[src/design/wpd_pkg.sv]
// ---------------------------------------------------------------------------
// WAV parser package
// Word types of the byte and result channels and the result kind codes.
// ---------------------------------------------------------------------------
`default_nettype none

package wpd_pkg;

  typedef struct packed {
    logic [7:0] in_byte;
    logic       end_of_file;
  } in_word_t;

  typedef struct packed {
    logic signed [16:0] mono_sample;
    logic [2:0]         kind;
    logic               last;
  } out_word_t;

  localparam logic [2:0] KIND_SAMPLE = 3'd0;
  localparam logic [2:0] KIND_OK     = 3'd1;
  localparam logic [2:0] KIND_MAGIC  = 3'd2;
  localparam logic [2:0] KIND_FORMAT = 3'd3;
  localparam logic [2:0] KIND_NODATA = 3'd4;

endpackage

`default_nettype wire

[src/design/wav_pcm16_downmix_parser.sv]
// ---------------------------------------------------------------------------
// WAV PCM16 parser with mono downmix
// Flow: an accepted byte goes into the input register, then the parser, then the result queue.
// Throughput: one byte per cycle while the four-word result queue holds two words or fewer.
// Reset: synchronous rst_n clears the parser and queue, rate returns to 16000.
// ---------------------------------------------------------------------------
`default_nettype none

module wav_pcm16_downmix_parser (
  input  wire logic             clk,
  input  wire logic             rst_n,
  input  wire logic             in_valid,
  output logic                  in_ready,
  input  wire wpd_pkg::in_word_t in_data,
  output logic                  out_valid,
  input  wire logic             out_ready,
  output wpd_pkg::out_word_t    out_data,
  input  wire logic             cfg_valid,
  output logic                  cfg_ready,
  input  wire logic [31:0]      cfg_data
);
  import wpd_pkg::*;

  localparam logic [2:0] PH_MAGIC = 3'd0;
  localparam logic [2:0] PH_HDR   = 3'd1;
  localparam logic [2:0] PH_FMT   = 3'd2;
  localparam logic [2:0] PH_SKIP  = 3'd3;
  localparam logic [2:0] PH_PAD   = 3'd4;
  localparam logic [2:0] PH_DATA  = 3'd5;
  localparam logic [2:0] PH_DONE  = 3'd6;
  localparam logic [2:0] PH_DEAD  = 3'd7;

  localparam logic [31:0] TAG_RIFF   = 32'h5249_4646;
  localparam logic [31:0] TAG_WAVE   = 32'h5741_5645;
  localparam logic [31:0] TAG_FMT    = 32'h666D_7420;
  localparam logic [31:0] TAG_DATA   = 32'h6461_7461;
  localparam logic [31:0] RATE_RESET = 32'd16000;
  localparam logic [4:0]  FMT_MIN    = 5'd16;
  localparam logic [15:0] FMT_PCM    = 16'd1;
  localparam logic [15:0] BITS_16    = 16'd16;

  // Configuration.
  logic [31:0] required_rate_r;

  // Input register.
  logic     stg_valid_r;
  in_word_t stg_r;
  logic     stg_go;

  // Parser state.
  logic [2:0]         phase_r, phase_nxt;
  logic [4:0]         byte_count_r, byte_count_nxt;
  logic [31:0]        chunk_tag_r, chunk_tag_nxt;
  logic [31:0]        chunk_length_r, chunk_length_nxt;
  logic [31:0]        bytes_left_r, bytes_left_nxt;
  logic [15:0]        format_code_r, format_code_nxt;
  logic [15:0]        channel_count_r, channel_count_nxt;
  logic [31:0]        rate_seen_r, rate_seen_nxt;
  logic [15:0]        sample_bits_r, sample_bits_nxt;
  logic signed [15:0] frame_sum_r, frame_sum_nxt;
  logic [7:0]         low_byte_r, low_byte_nxt;
  logic               channel_index_r, channel_index_nxt;
  logic [2:0]         failed_r, failed_nxt;

  // Result queue.
  out_word_t  fifo_r [4];
  logic [1:0] wr_ptr_r, rd_ptr_r;
  logic [2:0] count_r;
  logic       pop;
  logic [1:0] n_push;
  out_word_t  res0, res1;

  // Per-byte combinational values.
  logic [7:0]         b;
  logic [31:0]        b_ext;
  logic [4:0]         b_shift;
  logic [31:0]        tag_shift;
  logic [31:0]        hdr_len;
  logic [31:0]        left_dec;
  logic signed [15:0] v;
  logic signed [16:0] sample;
  logic               emit;
  logic [2:0]         status_kind;

  assign cfg_ready = 1'b1;
  // The queue must have room for the two words a final byte can produce.
  assign stg_go    = stg_valid_r && (count_r <= 3'd2);
  assign in_ready  = !stg_valid_r || stg_go;
  assign out_valid = (count_r != 3'd0);
  assign out_data  = fifo_r[rd_ptr_r];
  assign pop       = out_valid && out_ready;

  assign b         = stg_r.in_byte;
  assign b_ext     = {24'd0, b};
  assign b_shift   = {byte_count_r[1:0], 3'b000};
  assign tag_shift = {chunk_tag_r[23:0], b};
  assign left_dec  = bytes_left_r - 32'd1;
  assign v         = $signed({b, low_byte_r});

  always_comb begin
    hdr_len = (byte_count_r == 5'd0) ? 32'd0 : chunk_length_r;
    if (byte_count_r >= 5'd4) begin
      hdr_len = hdr_len | (b_ext << b_shift);
    end
  end

  always_comb begin
    phase_nxt         = phase_r;
    byte_count_nxt    = byte_count_r;
    chunk_tag_nxt     = chunk_tag_r;
    chunk_length_nxt  = chunk_length_r;
    bytes_left_nxt    = bytes_left_r;
    format_code_nxt   = format_code_r;
    channel_count_nxt = channel_count_r;
    rate_seen_nxt     = rate_seen_r;
    sample_bits_nxt   = sample_bits_r;
    frame_sum_nxt     = frame_sum_r;
    low_byte_nxt      = low_byte_r;
    channel_index_nxt = channel_index_r;
    failed_nxt        = failed_r;
    emit              = 1'b0;
    sample            = '0;
    status_kind       = KIND_NODATA;

    if (stg_go) begin
      unique case (phase_r)
        PH_MAGIC: begin
          chunk_tag_nxt = tag_shift;
          if (byte_count_r == 5'd3 && tag_shift != TAG_RIFF) begin
            failed_nxt = KIND_MAGIC;
            phase_nxt  = PH_DEAD;
          end else if (byte_count_r == 5'd11) begin
            if (tag_shift != TAG_WAVE) begin
              failed_nxt = KIND_MAGIC;
              phase_nxt  = PH_DEAD;
            end else begin
              phase_nxt      = PH_HDR;
              byte_count_nxt = 5'd0;
            end
          end else begin
            byte_count_nxt = byte_count_r + 5'd1;
          end
        end
        PH_HDR: begin
          if (byte_count_r < 5'd4) begin
            chunk_tag_nxt = tag_shift;
          end
          chunk_length_nxt = hdr_len;
          if (byte_count_r == 5'd7) begin
            byte_count_nxt = 5'd0;
            if (chunk_tag_r == TAG_FMT) begin
              if (hdr_len < {27'd0, FMT_MIN}) begin
                failed_nxt = KIND_FORMAT;
                phase_nxt  = PH_DEAD;
              end else begin
                format_code_nxt   = '0;
                channel_count_nxt = '0;
                rate_seen_nxt     = '0;
                sample_bits_nxt   = '0;
                bytes_left_nxt    = hdr_len;
                phase_nxt         = PH_FMT;
              end
            end else if (chunk_tag_r == TAG_DATA) begin
              if (format_code_r != FMT_PCM || sample_bits_r != BITS_16 ||
                  rate_seen_r != required_rate_r ||
                  (channel_count_r != 16'd1 && channel_count_r != 16'd2)) begin
                failed_nxt = KIND_FORMAT;
                phase_nxt  = PH_DEAD;
              end else begin
                bytes_left_nxt    = hdr_len;
                channel_index_nxt = 1'b0;
                frame_sum_nxt     = '0;
                phase_nxt         = (hdr_len == 32'd0) ? PH_DONE : PH_DATA;
              end
            end else begin
              bytes_left_nxt = hdr_len;
              // An empty chunk has even size, so no pad byte follows it.
              phase_nxt = (hdr_len == 32'd0) ? PH_HDR : PH_SKIP;
            end
          end else begin
            byte_count_nxt = byte_count_r + 5'd1;
          end
        end
        PH_FMT: begin
          if (byte_count_r < 5'd2) begin
            format_code_nxt = format_code_r | (b_ext[15:0] << b_shift[3:0]);
          end else if (byte_count_r < 5'd4) begin
            channel_count_nxt = channel_count_r | (b_ext[15:0] << b_shift[3:0]);
          end else if (byte_count_r < 5'd8) begin
            rate_seen_nxt = rate_seen_r | (b_ext << b_shift);
          end else if (byte_count_r == 5'd14 || byte_count_r == 5'd15) begin
            sample_bits_nxt = sample_bits_r | (b_ext[15:0] << b_shift[3:0]);
          end
          if (byte_count_r < FMT_MIN) begin
            byte_count_nxt = byte_count_r + 5'd1;
          end
          bytes_left_nxt = left_dec;
          if (left_dec == 32'd0) begin
            phase_nxt      = chunk_length_r[0] ? PH_PAD : PH_HDR;
            byte_count_nxt = 5'd0;
          end
        end
        PH_SKIP: begin
          bytes_left_nxt = left_dec;
          if (left_dec == 32'd0) begin
            phase_nxt      = chunk_length_r[0] ? PH_PAD : PH_HDR;
            byte_count_nxt = 5'd0;
          end
        end
        PH_PAD: begin
          phase_nxt      = PH_HDR;
          byte_count_nxt = 5'd0;
        end
        PH_DATA: begin
          // Bytes consumed so far are even when this byte is a low half.
          if ((chunk_length_r[0] ^ bytes_left_r[0]) == 1'b0) begin
            low_byte_nxt = b;
          end else if (channel_count_r == 16'd1) begin
            sample = {v, 1'b0};
            emit   = 1'b1;
          end else if (!channel_index_r) begin
            frame_sum_nxt     = v;
            channel_index_nxt = 1'b1;
          end else begin
            sample            = {frame_sum_r[15], frame_sum_r} + {v[15], v};
            channel_index_nxt = 1'b0;
            emit              = 1'b1;
          end
          bytes_left_nxt = left_dec;
          if (left_dec == 32'd0) begin
            phase_nxt = PH_DONE;
          end
        end
        default: begin
        end
      endcase

      if (stg_r.end_of_file) begin
        if (failed_nxt != 3'd0) begin
          status_kind = failed_nxt;
        end else if (phase_nxt == PH_DATA || phase_nxt == PH_DONE) begin
          status_kind = KIND_OK;
        end else if (phase_nxt == PH_MAGIC) begin
          status_kind = KIND_MAGIC;
        end else begin
          status_kind = KIND_NODATA;
        end
        phase_nxt         = PH_MAGIC;
        byte_count_nxt    = '0;
        chunk_tag_nxt     = '0;
        chunk_length_nxt  = '0;
        bytes_left_nxt    = '0;
        format_code_nxt   = '0;
        channel_count_nxt = '0;
        rate_seen_nxt     = '0;
        sample_bits_nxt   = '0;
        frame_sum_nxt     = '0;
        low_byte_nxt      = '0;
        channel_index_nxt = 1'b0;
        failed_nxt        = '0;
      end
    end
  end

  // A sample, if any, goes first and the end-of-file status follows it.
  always_comb begin
    res1.mono_sample = '0;
    res1.kind        = status_kind;
    res1.last        = 1'b1;
    if (emit) begin
      res0.mono_sample = sample;
      res0.kind        = KIND_SAMPLE;
      res0.last        = 1'b0;
    end else begin
      res0 = res1;
    end
    if (!stg_go) begin
      n_push = 2'd0;
    end else begin
      n_push = {1'b0, emit} + {1'b0, stg_r.end_of_file};
    end
  end

  always_ff @(posedge clk) begin
    if (!rst_n) begin
      required_rate_r <= RATE_RESET;
    end else if (cfg_valid && cfg_ready) begin
      required_rate_r <= cfg_data;
    end
  end

  always_ff @(posedge clk) begin
    if (!rst_n) begin
      stg_valid_r <= 1'b0;
    end else if (in_ready) begin
      stg_valid_r <= in_valid;
    end
  end

  always_ff @(posedge clk) begin
    if (in_ready && in_valid) begin
      stg_r <= in_data;
    end
  end

  always_ff @(posedge clk) begin
    if (!rst_n) begin
      phase_r         <= PH_MAGIC;
      byte_count_r    <= '0;
      chunk_tag_r     <= '0;
      chunk_length_r  <= '0;
      bytes_left_r    <= '0;
      format_code_r   <= '0;
      channel_count_r <= '0;
      rate_seen_r     <= '0;
      sample_bits_r   <= '0;
      frame_sum_r     <= '0;
      low_byte_r      <= '0;
      channel_index_r <= 1'b0;
      failed_r        <= '0;
    end else begin
      phase_r         <= phase_nxt;
      byte_count_r    <= byte_count_nxt;
      chunk_tag_r     <= chunk_tag_nxt;
      chunk_length_r  <= chunk_length_nxt;
      bytes_left_r    <= bytes_left_nxt;
      format_code_r   <= format_code_nxt;
      channel_count_r <= channel_count_nxt;
      rate_seen_r     <= rate_seen_nxt;
      sample_bits_r   <= sample_bits_nxt;
      frame_sum_r     <= frame_sum_nxt;
      low_byte_r      <= low_byte_nxt;
      channel_index_r <= channel_index_nxt;
      failed_r        <= failed_nxt;
    end
  end

  always_ff @(posedge clk) begin
    if (n_push != 2'd0) begin
      fifo_r[wr_ptr_r] <= res0;
    end
    if (n_push == 2'd2) begin
      fifo_r[wr_ptr_r + 2'd1] <= res1;
    end
  end

  always_ff @(posedge clk) begin
    if (!rst_n) begin
      wr_ptr_r <= '0;
      rd_ptr_r <= '0;
      count_r  <= '0;
    end else begin
      wr_ptr_r <= wr_ptr_r + n_push;
      if (pop) begin
        rd_ptr_r <= rd_ptr_r + 2'd1;
      end
      count_r <= count_r + {1'b0, n_push} - {2'b00, pop};
    end
  end

endmodule

`default_nettype wire

[config.mk]
export PLATFORM = sky130hd
export DESIGN_NAME = wav_pcm16_downmix_parser
export DESIGN_NICKNAME = d
export VERILOG_FILES = /design/src/design/wpd_pkg.sv /design/src/design/wav_pcm16_downmix_parser.sv
export SDC_FILE = /design/constraint.sdc
export NUM_CORES = 1
export LEC_CHECK = 0
export ABC_AREA = 1
export BUFFER_PORTS_ARGS = -buffer_cell sky130_fd_sc_hd__buf_2
export CORE_ASPECT_RATIO = 0.6
export CORE_MARGIN = 2
export CORE_UTILIZATION = 55
export CTS_BUF_LIST = sky130_fd_sc_hd__clkbuf_8
export CTS_CLUSTER_SIZE = 14
export DETAILED_ROUTE_END_ITERATION = 12
export GPL_TIMING_DRIVEN = 0
export PLACE_DENSITY = 0.72
export SLEW_MARGIN = 0
export SYNTH_ARGS = -nofsm -noshare
export SYNTH_HDL_FRONTEND = slang
export SYNTH_SLANG_ARGS = --single-unit
[constraint.sdc]
create_clock -name clk -period 6 [get_ports clk]
set_clock_uncertainty 0.15 [all_clocks]
set_input_delay 0.6 -clock clk [delete_from_list [all_inputs] [get_ports clk]]
set_output_delay 0.6 -clock clk [all_outputs]
set_load 0.02 [all_outputs]
==> flow_metrics.py, run 1 <==
metrics = {
    "placed_design": {
        "dp_hpwl_mm": 49.4,
        "number_of_buffers_added_on_ports": 67,
        "finalWeightedCongestion": 0.989,
    },
    "power": {
        "power.density_nw_per_um2": 318,
        "leakagePower_nw": 8.44,
        "power.ir.vdd_worst_uv": 187,
        "power_mw": 6.36,
    },
    "logic_synthesis": {
        "synthMostInstantiatedCell": "sky130_fd_sc_hd__nand2_1",
        "netlist.area_leader.share_pct": 36.3,
        "netlist_area_um2": 18000,
        "mappedNetlistNets": 2745,
        "number_of_flops_mapped_to_enable_cells_by_yosys": 21,
        "yosys.area.top_type": "sky130_fd_sc_hd__dfxtp_1",
        "syn_inst": 2670,
        "async_reset_ff_share_pct": 0,
        "syn-mean-instance-area_um2": 6.73,
        "postSynthRegisterBits": 347,
        "yosysSeqAreaShare_pct": 39.8,
        "post_synth_main_area_contributors": "sky130_fd_sc_hd__dfxtp_1, sky130_fd_sc_hd__nand2_1, sky130_fd_sc_hd__nor2_1, sky130_fd_sc_hd__a21oi_1, sky130_fd_sc_hd__o21ai_0",
        "ys_dominant_reg_cell": "sky130_fd_sc_hd__dfxtp_1",
        "yosys_warnings": 0,
        "post_synth_most_frequent_cells": "sky130_fd_sc_hd__nand2_1, sky130_fd_sc_hd__nor2_1, sky130_fd_sc_hd__dfxtp_1",
        "post_synth_num_cell_types": 52,
    },
    "clocking": {
        "number_of_hold_buffers_added_after_cts": 6,
        "clk_latency_worst_skew_pair_ns": 0.64,
        "cts-root-buf": "sky130_fd_sc_hd__clkbuf_8",
        "cts_tree": "built",
        "clkTransAtPathRegs_ns": 0.07,
        "clock_path_buffers": 3,
        "clock_tree.htree_level_count": 2,
        "tritoncts_num_sinks": 347,
        "numCtsBuffers": 53,
        "post_cts_resized": 0,
        "post_cts.repair.setup_buffers": 0,
    },
    "global_route": {
        "grt_overflow": 0,
        "grt_antenna_before_repair": 0,
        "first_global_vias": 16700,
        "grtUsageTotal_pct": 36.9,
        "grt_start_max_net_pins": 15,
        "grt_pass1_wl_mm": 96.4,
    },
    "floorplan": {
        "io-pin-count": 70,
        "fp.dieArea_um2": 34200,
        "effective_utilization_at_floorplan_pct": 55.7,
        "chipWidth_um": 237,
        "placementRows": 51,
        "core-area_um2": 32300,
        "height_of_the_chip_um": 144,
    },
    "critical_path": {
        "critical_path.max_stage_delay_ns": 0.86,
        "critical_path_required_ns": 6.32,
        "setup.worst_path.end_class": "register",
        "worstPathArrival_ns": 5.77,
        "cp_slowest_cell": "sky130_fd_sc_hd__nor3_1",
        "timing.critical_path.from_type": "register",
        "worst_path_dominant_cell_family": "simple AND/OR/NAND/NOR gates",
        "cp_num_buf_inv": 9,
        "path_common_cell": "sky130_fd_sc_hd__inv_1",
        "regToRegStartpoint": "channel_count_r[0]",
        "worst_r2r_endpoint": "fifo_r[2][13]",
        "critPathKind": "register to register",
        "reg2regPathDepth": 20,
        "worst-path-max-fanout": 10,
        "chain_of_cells_forming_the_critical_path": "inv_1 > nor2_1 > inv_1 > nor3_1 > nand2_1 > inv_1 > o21ai_0 > inv_1 > buf_2 > ha_1 > inv_1 > nor2_1 > nor2_1 > nor3_1 > inv_2 > nand2_1 > inv_2 > clkbuf_1 > nand2_1 > o21ai_0",
        "setup.reg_to_reg.worst_slack_ns": 0.55,
    },
    "timing": {
        "fmaxAchievable_ghz": 0.183,
        "drv_slew": 0,
        "grt_setup_unrepaired": "no",
        "slew_headroom_pct": 14.7,
        "finalCritPeriodShare_pct": 90.9,
        "setup_violations": 0,
        "hold_violations": 0,
        "tightest_slew_ns": 1.28,
        "timing.setup.tns_ns": 0,
        "finalCriticalPeriod_ns": 5.45,
    },
    "routing": {
        "routed_wire_length_per_instance_um": 19.6,
        "route.met2.wl_mm": 23.5,
        "m1_wl_mm": 29.1,
        "avgViaCountPerCell": 5.78,
        "detail-route-antenna-nets": 0,
        "firstDrtPassIters": 7,
        "remaining_routing_drc_violations": 0,
        "dr.first_iter.drc_count": 2427,
        "top_routing_layer_in_use": "met4",
        "wirelength_mm": 64.0,
        "met3WireLength_mm": 10.3,
        "vias": 18900,
    },
    "final_layout": {
        "flow.area_growth_from_synthesis_pct": 11.3,
        "num_antenna_cells": 0,
        "share_of_layout_cells_above_drive_strength_1_pct": 9.07,
        "finish.net_count": 2873,
        "post_route_utilization_pct": 61.9,
    },
    "flow_run": {
        "drv_cap": 0,
    },
    "run_status": {
        "status": "finished clean",
    },
    "hold_path": {
        "hp-start": "in_data[6]",
        "hold_path_depth": 1,
        "timing.hold.worst.class": "primary input to register",
        "min_to": "b[5]",
    },
}
## metrics by stage
| stage | setup slack [ns] | std cells | hold slack [ns] | instance area, µm² |
|---|---|---|---|---|
| final | 0.548 | 3267 | 0.0295 | 20000 |
| after global routing | 0.232 | 3267 | 0.0117 | 20000 |
| after CTS | 0.872 | 3267 | 0.0168 | 20000 |
| after detailed placement | 0.937 | 3161 | 0.288 | 18800 |
| after global placement | 1.07 | 3161 | 0.283 | 18800 |
| after floorplan | 2.44 | 2670 | 0.271 | 18000 |
## worst max-delay path by stage
stage	startpoint	endpoint	slack [ns]	cells after the start
4_1_cts	channel_count_r[0]	fifo_r[0][11]	0.87	20
5_1_grt	channel_count_r[0]	fifo_r[2][15]	0.23	20
3_3_place_gp	channel_count_r[0]	fifo_r[0][11]	1.07	20
6_report	channel_count_r[0]	fifo_r[2][13]	0.55	20
3_5_place_dp	channel_count_r[0]	fifo_r[0][11]	0.94	20
2_1_floorplan	channel_count_r[0]	count_r[2]	2.44	21
## cells in the final DEF (no fill, tap or decap), types with 62 or more instances in the layout
cell type                  count
sky130_fd_sc_hd__a21oi_1     239
sky130_fd_sc_hd__buf_2        90
sky130_fd_sc_hd__clkbuf_1     72
sky130_fd_sc_hd__clkbuf_8     62
sky130_fd_sc_hd__dfxtp_1     326
sky130_fd_sc_hd__inv_1       284
sky130_fd_sc_hd__nand2_1     706
sky130_fd_sc_hd__nand3_1     116
sky130_fd_sc_hd__nor2_1      351
sky130_fd_sc_hd__o21ai_0     209
## area by class of cell
cell class / count / area, µm²
plain buffers: 113 / 528
multi-input cells: 1927 / 9220
clock inverters: 38 / 249
repair buffers: 73 / 395
fillers: 3027 / 12300
clock buffers: 62 / 853
well taps: 424 / 531
flip-flops and latches: 347 / 7160
inverters: 283 / 1060
## sequential cells by signal (all words and copies together), names as in the netlist, 16 cells and up, named ones only
signal	count
chunk_length_r	32
rate_seen_r	32
bytes_left_r	32
chunk_tag_r	32
required_rate_r	32
sample_bits_r	16
frame_sum_r	16
format_code_r	16
channel_count_r	16
fifo_r	84
## per-layer routing
metal	vias up	global-route usage [%]
met5	-	0
met4	0	7.25
met3	89	15.3
met2	1140	47.1
met1	8673	56.3
li1	8981	-
## cell families after synthesis
family	share of synthesized area (%)
and+or+nand+nor	30.0
xor gates and xnor gates	0.877
other	0.0209
buffers and inverters	8.85
AOI/OAI and AO/OA	18.3
adders and majority gates	2.10
DFF	39.8
## power by group
group	internal (mW)	leakage [nW]	switching [mW]
clock network	1.08	0.636	1.00
logic	0.491	4.96	1.26
registers	2.43	2.84	0.112
(Power assumes the default switching activity.)
==> run 2: changes to the inputs <==
CORE_MARGIN = 4   (was 2)
CTS_BUF_LIST = sky130_fd_sc_hd__clkbuf_4 sky130_fd_sc_hd__clkbuf_8   (was sky130_fd_sc_hd__clkbuf_8)
==> flow_metrics.py, run 2 (synthesized netlist as in run 1, its figures left out) <==
metrics = {
    "run_status": {
        "status": "finished clean",
    },
    "floorplan": {
        "height_of_the_chip_um": 148,
        "fp.dieArea_um2": 35700,
        "effective_utilization_at_floorplan_pct": 56.7,
        "chipWidth_um": 241,
        "placementRows": 50,
        "core-area_um2": 31700,
        "io-pin-count": 70,
    },
    "timing": {
        "finalCriticalPeriod_ns": 5.44,
        "tightest_slew_ns": 1.05,
        "setup_violations": 0,
        "slew_headroom_pct": 29.4,
        "drv_slew": 0,
        "timing.setup.tns_ns": 0,
        "finalCritPeriodShare_pct": 90.6,
        "grt_setup_unrepaired": "no",
        "hold_violations": 0,
        "fmaxAchievable_ghz": 0.184,
    },
    "final_layout": {
        "largest_register_ff_count": 84,
        "num_antenna_cells": 0,
        "most-common-layout-cells": "sky130_fd_sc_hd__nand2_1, sky130_fd_sc_hd__nor2_1, sky130_fd_sc_hd__dfxtp_1, sky130_fd_sc_hd__inv_1, sky130_fd_sc_hd__a21oi_1",
        "multiInputGateArea_um2": 9230,
        "regArea_um2": 7160,
        "flow.area_growth_from_synthesis_pct": 11.8,
        "share_of_layout_cells_above_drive_strength_1_pct": 9.69,
        "finish.net_count": 2875,
        "layout_commonest_cell": "sky130_fd_sc_hd__nand2_1",
        "largest_register": "fifo_r",
        "finish.cell_count_without_fillers": 3254,
        "filler_instances": 2949,
    },
    "hold_path": {
        "timing.hold.worst.class": "primary input to register",
        "hp-start": "cfg_data[12]",
    },
    "power": {
        "leakagePower_nw": 8.43,
        "power_mw": 6.51,
        "power.ir.vdd_worst_uv": 180,
        "power.density_nw_per_um2": 324,
    },
    "placed_design": {
        "dp_hpwl_mm": 50.1,
        "post-place-cells": 3153,
        "finalWeightedCongestion": 0.993,
        "number_of_buffers_added_on_ports": 67,
    },
    "clocking": {
        "clock_tree.htree_level_count": 2,
        "tritoncts_num_sinks": 347,
        "post_cts_resized": 0,
        "clock_path_buffers": 3,
        "clkTransAtPathRegs_ns": 0.07,
        "clk_latency_worst_skew_pair_ns": 0.64,
        "numCtsBuffers": 53,
        "cts_tree": "built",
        "cts-root-buf": "sky130_fd_sc_hd__clkbuf_8",
    },
    "critical_path": {
        "critical_path_required_ns": 6.34,
        "critical_path.max_stage_delay_ns": 0.80,
        "timing.critical_path.from_type": "register",
        "regToRegStartpoint": "channel_count_r[0]",
        "crit_path_start": "channel_count_r[0]",
        "chain_of_cells_forming_the_critical_path": "inv_1 > nor2_1 > inv_1 > nor3_1 > nand2_1 > inv_1 > o21ai_0 > inv_1 > buf_2 > ha_1 > inv_1 > nor2_1 > nor2_1 > nor3_1 > inv_2 > nand2_1 > inv_2 > clkbuf_1 > nand2_1 > o21ai_0",
        "worstPathArrival_ns": 5.77,
        "critPathKind": "register to register",
        "worst-path-max-fanout": 10,
        "cp_slowest_cell": "sky130_fd_sc_hd__nor3_1",
        "setup.worst_path.end_class": "register",
        "path_common_cell": "sky130_fd_sc_hd__inv_1",
    },
    "global_route": {
        "first_global_vias": 17100,
        "grt_pass1_wl_mm": 97.1,
        "grt_antenna_before_repair": 1,
        "grtUsageTotal_pct": 35.1,
        "grt_overflow": 0,
        "grt_start_max_net_pins": 15,
    },
    "routing": {
        "firstDrtPassIters": 6,
        "wirelength_mm": 64.6,
        "detail-route-antenna-nets": 0,
        "avgViaCountPerCell": 5.89,
        "vias": 19200,
        "remaining_routing_drc_violations": 0,
        "dr.first_iter.drc_count": 2621,
        "routed_wire_length_per_instance_um": 19.9,
    },
    "flow_run": {
        "drv_cap": 0,
    },
}
==> run 2: cell count changes in the layout (fill, tap and decap cells not counted) <==
cell	previous run	this run
sky130_fd_sc_hd__clkinv_1	6	2
sky130_fd_sc_hd__clkbuf_4	0	15
sky130_fd_sc_hd__a21oi_2	3	4
sky130_fd_sc_hd__clkbuf_8	62	67
sky130_fd_sc_hd__clkinv_2	8	4
sky130_fd_sc_hd__a21oi_1	239	238
sky130_fd_sc_hd__inv_1	284	265
sky130_fd_sc_hd__dlygate4sd3_1	6	8
==> run 2: final cells by class <==
| type | instances | area share, % |
|---|---|---|
| multi-input cells | 1927 | 45.9 |
| repair buffers | 75 | 2.07 |
| well taps | 416 | 2.59 |
| flip-flops and latches | 347 | 35.6 |
| plain buffers | 113 | 2.63 |
| clock buffers | 82 | 5.15 |
| inverters | 283 | 5.29 |
| clock inverters | 11 | 0.710 |
==> run 2: power by group <==
| group | internal [mW] | switching [mW] |
|---|---|---|
| registers | 2.43 | 0.113 |
| clock network | 1.23 | 0.994 |
| logic | 0.492 | 1.26 |
==> run 2: worst paths after layout <==
check / end / slack [ns] / cells past startpoint
setup / recovery: fifo_r[2][10] / 0.56 / 20
hold / removal: required_rate_r[12] / 0.05 / 3
setup reg to reg: fifo_r[2][10] / 0.56 / 20
hold reg to reg: sample_bits_r[15] / 0.30 / 2
==> run 2: metrics by stage <==
stage | utilization [%] | instance area, µm² | hold slack [ns] | setup slack, ns
floorplan | - | 18000 | 0.271 | 2.44
global placement | 59.4 | 18800 | 0.283 | 1.08
detailed placement | 59.4 | 18800 | 0.290 | 0.950
CTS | 63.3 | 20100 | 0.0298 | 0.901
global route | 63.3 | 20100 | 0.0248 | 0.385
finish | 63.3 | 20100 | 0.0496 | 0.562
==> run 2: repair_timing <==
action / CTS / global route
endpoints found under the hold margin: 8 / 0
hold buffers: 8 / 0
setup buffers: 0 / 0
==> run 2: critical path, delay by kind of cell, from the launching register on <==
| kind | cells | cell delay (ns) |
|---|---|---|
| flops | 1 | 0.33 |
| simple gates | 8 | 2.52 |
| buf+inv | 9 | 1.73 |
| fa+ha+maj | 1 | 0.18 |
| compound gates | 2 | 0.37 |
==> run 2: layer usage <==
layer | vias to the layer above | global-route usage (%) | routed length (µm)
li1 | 8981 | - | -
met4 | 0 | 9.37 | 1670
met3 | 131 | 14.5 | 10300
met2 | 1176 | 43.1 | 23100
met5 | - | 0 | 0
met1 | 8865 | 54.9 | 29500
==> run 3: changes to the inputs <==
CELL_PAD_IN_SITES_DETAIL_PLACEMENT = 1   (was not set)
CELL_PAD_IN_SITES_GLOBAL_PLACEMENT = 1   (was not set)
CORE_UTILIZATION = 50   (was 55)
PLACE_DENSITY = not set   (was 0.72)
PLACE_DENSITY_LB_ADDON = 0.1   (was not set)
==> flow_metrics.py, run 3 (synthesized netlist as in run 1, its figures left out) <==
metrics = {
    "final_layout": {
        "most-common-layout-cells": "sky130_fd_sc_hd__nand2_1, sky130_fd_sc_hd__nor2_1, sky130_fd_sc_hd__dfxtp_1, sky130_fd_sc_hd__inv_1, sky130_fd_sc_hd__a21oi_1",
        "postLayoutCellArea_um2": 20100,
        "largest_register": "fifo_r",
        "multiInputGateArea_um2": 9230,
        "layout_commonest_cell": "sky130_fd_sc_hd__nand2_1",
        "largest_register_ff_count": 84,
        "filler_instances": 4762,
        "flow.area_growth_from_synthesis_pct": 11.9,
        "share_of_layout_cells_above_drive_strength_1_pct": 9.83,
        "regArea_um2": 7160,
        "finish.net_count": 2871,
        "num_antenna_cells": 0,
        "finish.cell_count_without_fillers": 3305,
    },
    "hold_path": {
        "hold_path_depth": 1,
        "timing.hold.worst.class": "primary input to register",
    },
    "placed_design": {
        "post-place-cells": 3204,
        "dp_hpwl_mm": 58.0,
        "finalWeightedCongestion": 0.990,
        "number_of_buffers_added_on_ports": 67,
        "placed_cell_area_um2": 18900,
    },
    "power": {
        "power.density_nw_per_um2": 329,
        "power_mw": 6.63,
        "leakagePower_nw": 8.42,
        "power.ir.vdd_worst_uv": 196,
    },
    "timing": {
        "drv_slew": 0,
        "grt_setup_unrepaired": "no",
        "finalCritPeriodShare_pct": 94.3,
        "slew_headroom_pct": 27.4,
        "hold_violations": 0,
        "fmaxAchievable_ghz": 0.177,
        "finalCriticalPeriod_ns": 5.66,
        "hold_ws_ns": 0.0126,
        "setup_violations": 0,
        "tightest_slew_ns": 1.08,
        "timing.setup.tns_ns": 0,
    },
    "critical_path": {
        "timing.critical_path.from_type": "register",
        "setup.worst_path.end_class": "register",
        "worstPathArrival_ns": 5.99,
        "reg2regPathDepth": 19,
        "critical_path_required_ns": 6.33,
        "critPathKind": "register to register",
        "worst-path-max-fanout": 10,
    },
    "clocking": {
        "number_of_hold_buffers_added_after_cts": 4,
        "clkTransAtPathRegs_ns": 0.09,
        "tritoncts_num_sinks": 347,
        "post_cts_resized": 0,
        "cts_tree": "built",
        "clock_tree.htree_level_count": 2,
        "clock_path_buffers": 3,
        "numCtsBuffers": 53,
        "cts-root-buf": "sky130_fd_sc_hd__clkbuf_8",
        "clk_latency_worst_skew_pair_ns": 0.63,
        "post_cts.repair.setup_buffers": 0,
    },
    "floorplan": {
        "chipWidth_um": 253,
        "placementRows": 53,
        "fp.dieArea_um2": 39100,
        "io-pin-count": 70,
        "core-area_um2": 35200,
        "height_of_the_chip_um": 155,
        "effective_utilization_at_floorplan_pct": 51.0,
    },
    "run_status": {
        "status": "finished clean",
    },
    "routing": {
        "wirelength_mm": 75.6,
        "remaining_routing_drc_violations": 0,
        "detail-route-antenna-nets": 0,
        "avgViaCountPerCell": 6.07,
        "firstDrtPassIters": 5,
        "dr.first_iter.drc_count": 2443,
        "vias": 20100,
        "routed_wire_length_per_instance_um": 22.9,
    },
    "global_route": {
        "grtUsageTotal_pct": 37.6,
        "grt_pass1_wl_mm": 115,
        "grt_start_max_net_pins": 14,
        "grt_overflow": 0,
        "first_global_vias": 19800,
        "grt_antenna_before_repair": 0,
    },
    "flow_run": {
        "drv_cap": 0,
    },
}
==> run 3: per-stage QoR <==
stage                     util (%)  setup WS, ns
after detailed placement      53.6         0.710
after global placement        53.6          1.03
final                         57.1         0.340
after floorplan                  -          2.44
after global routing          57.1        0.0775
after CTS                     57.1         0.581
==> run 3: layer usage <==
metal,routed length (µm),up-vias,GRT usage [%]
li1,-,8974,-
met1,34400,9879,57.1
met2,29900,1085,53.5
met3,9560,134,9.97
met4,1660,0,8.11
met5,0,-,0
==> run 3: layout make-up <==
| class | instances | share of cell area [%] |
|---|---|---|
| well taps | 467 | 2.90 |
| inverters | 283 | 5.28 |
| clock buffers | 88 | 5.52 |
| clock inverters | 9 | 0.361 |
| multi-input cells | 1927 | 45.9 |
| flip-flops and latches | 347 | 35.6 |
| plain buffers | 113 | 2.62 |
| repair buffers | 71 | 1.87 |
==> run 3: worst paths after layout <==
| kind | from | endpoint | slack [ns] |
|---|---|---|---|
| setup / recovery | count_r[2] | fifo_r[2][11] | 0.34 |
| hold / removal | in_data[5] | b[4] | 0.01 |
| setup reg to reg | count_r[2] | fifo_r[2][11] | 0.34 |
| hold reg to reg | sample_bits_r[4] | sample_bits_r[4] | 0.30 |
==> run 3: where the power goes <==
group / switching, mW / leakage (nW) / internal, mW
sequential: 0.122 / 2.84 / 2.43
combinational: 1.36 / 4.95 / 0.491
clock: 1.02 / 0.633 / 1.21
total: 2.50 / 8.42 / 4.13
==> run 3: worst max-delay path: stages (launching register included) <==
cell	delay (ns)
sky130_fd_sc_hd__dfxtp_1	0.33
sky130_fd_sc_hd__inv_1	0.08
sky130_fd_sc_hd__nand2_1	0.12
sky130_fd_sc_hd__nor2_1	0.51
sky130_fd_sc_hd__inv_1	0.32
sky130_fd_sc_hd__nor3_1	0.33
sky130_fd_sc_hd__o21ai_0	0.32
sky130_fd_sc_hd__inv_1	0.24
sky130_fd_sc_hd__buf_2	0.30
sky130_fd_sc_hd__ha_1	0.19
sky130_fd_sc_hd__inv_1	0.05
sky130_fd_sc_hd__nor2_1	0.25
sky130_fd_sc_hd__nor2_1	0.16
sky130_fd_sc_hd__nor3_1	0.83
sky130_fd_sc_hd__inv_2	0.25
sky130_fd_sc_hd__nand2_1	0.33
sky130_fd_sc_hd__inv_2	0.18
sky130_fd_sc_hd__clkbuf_1	0.32
sky130_fd_sc_hd__nand2_1	0.13
sky130_fd_sc_hd__o21ai_0	0.11
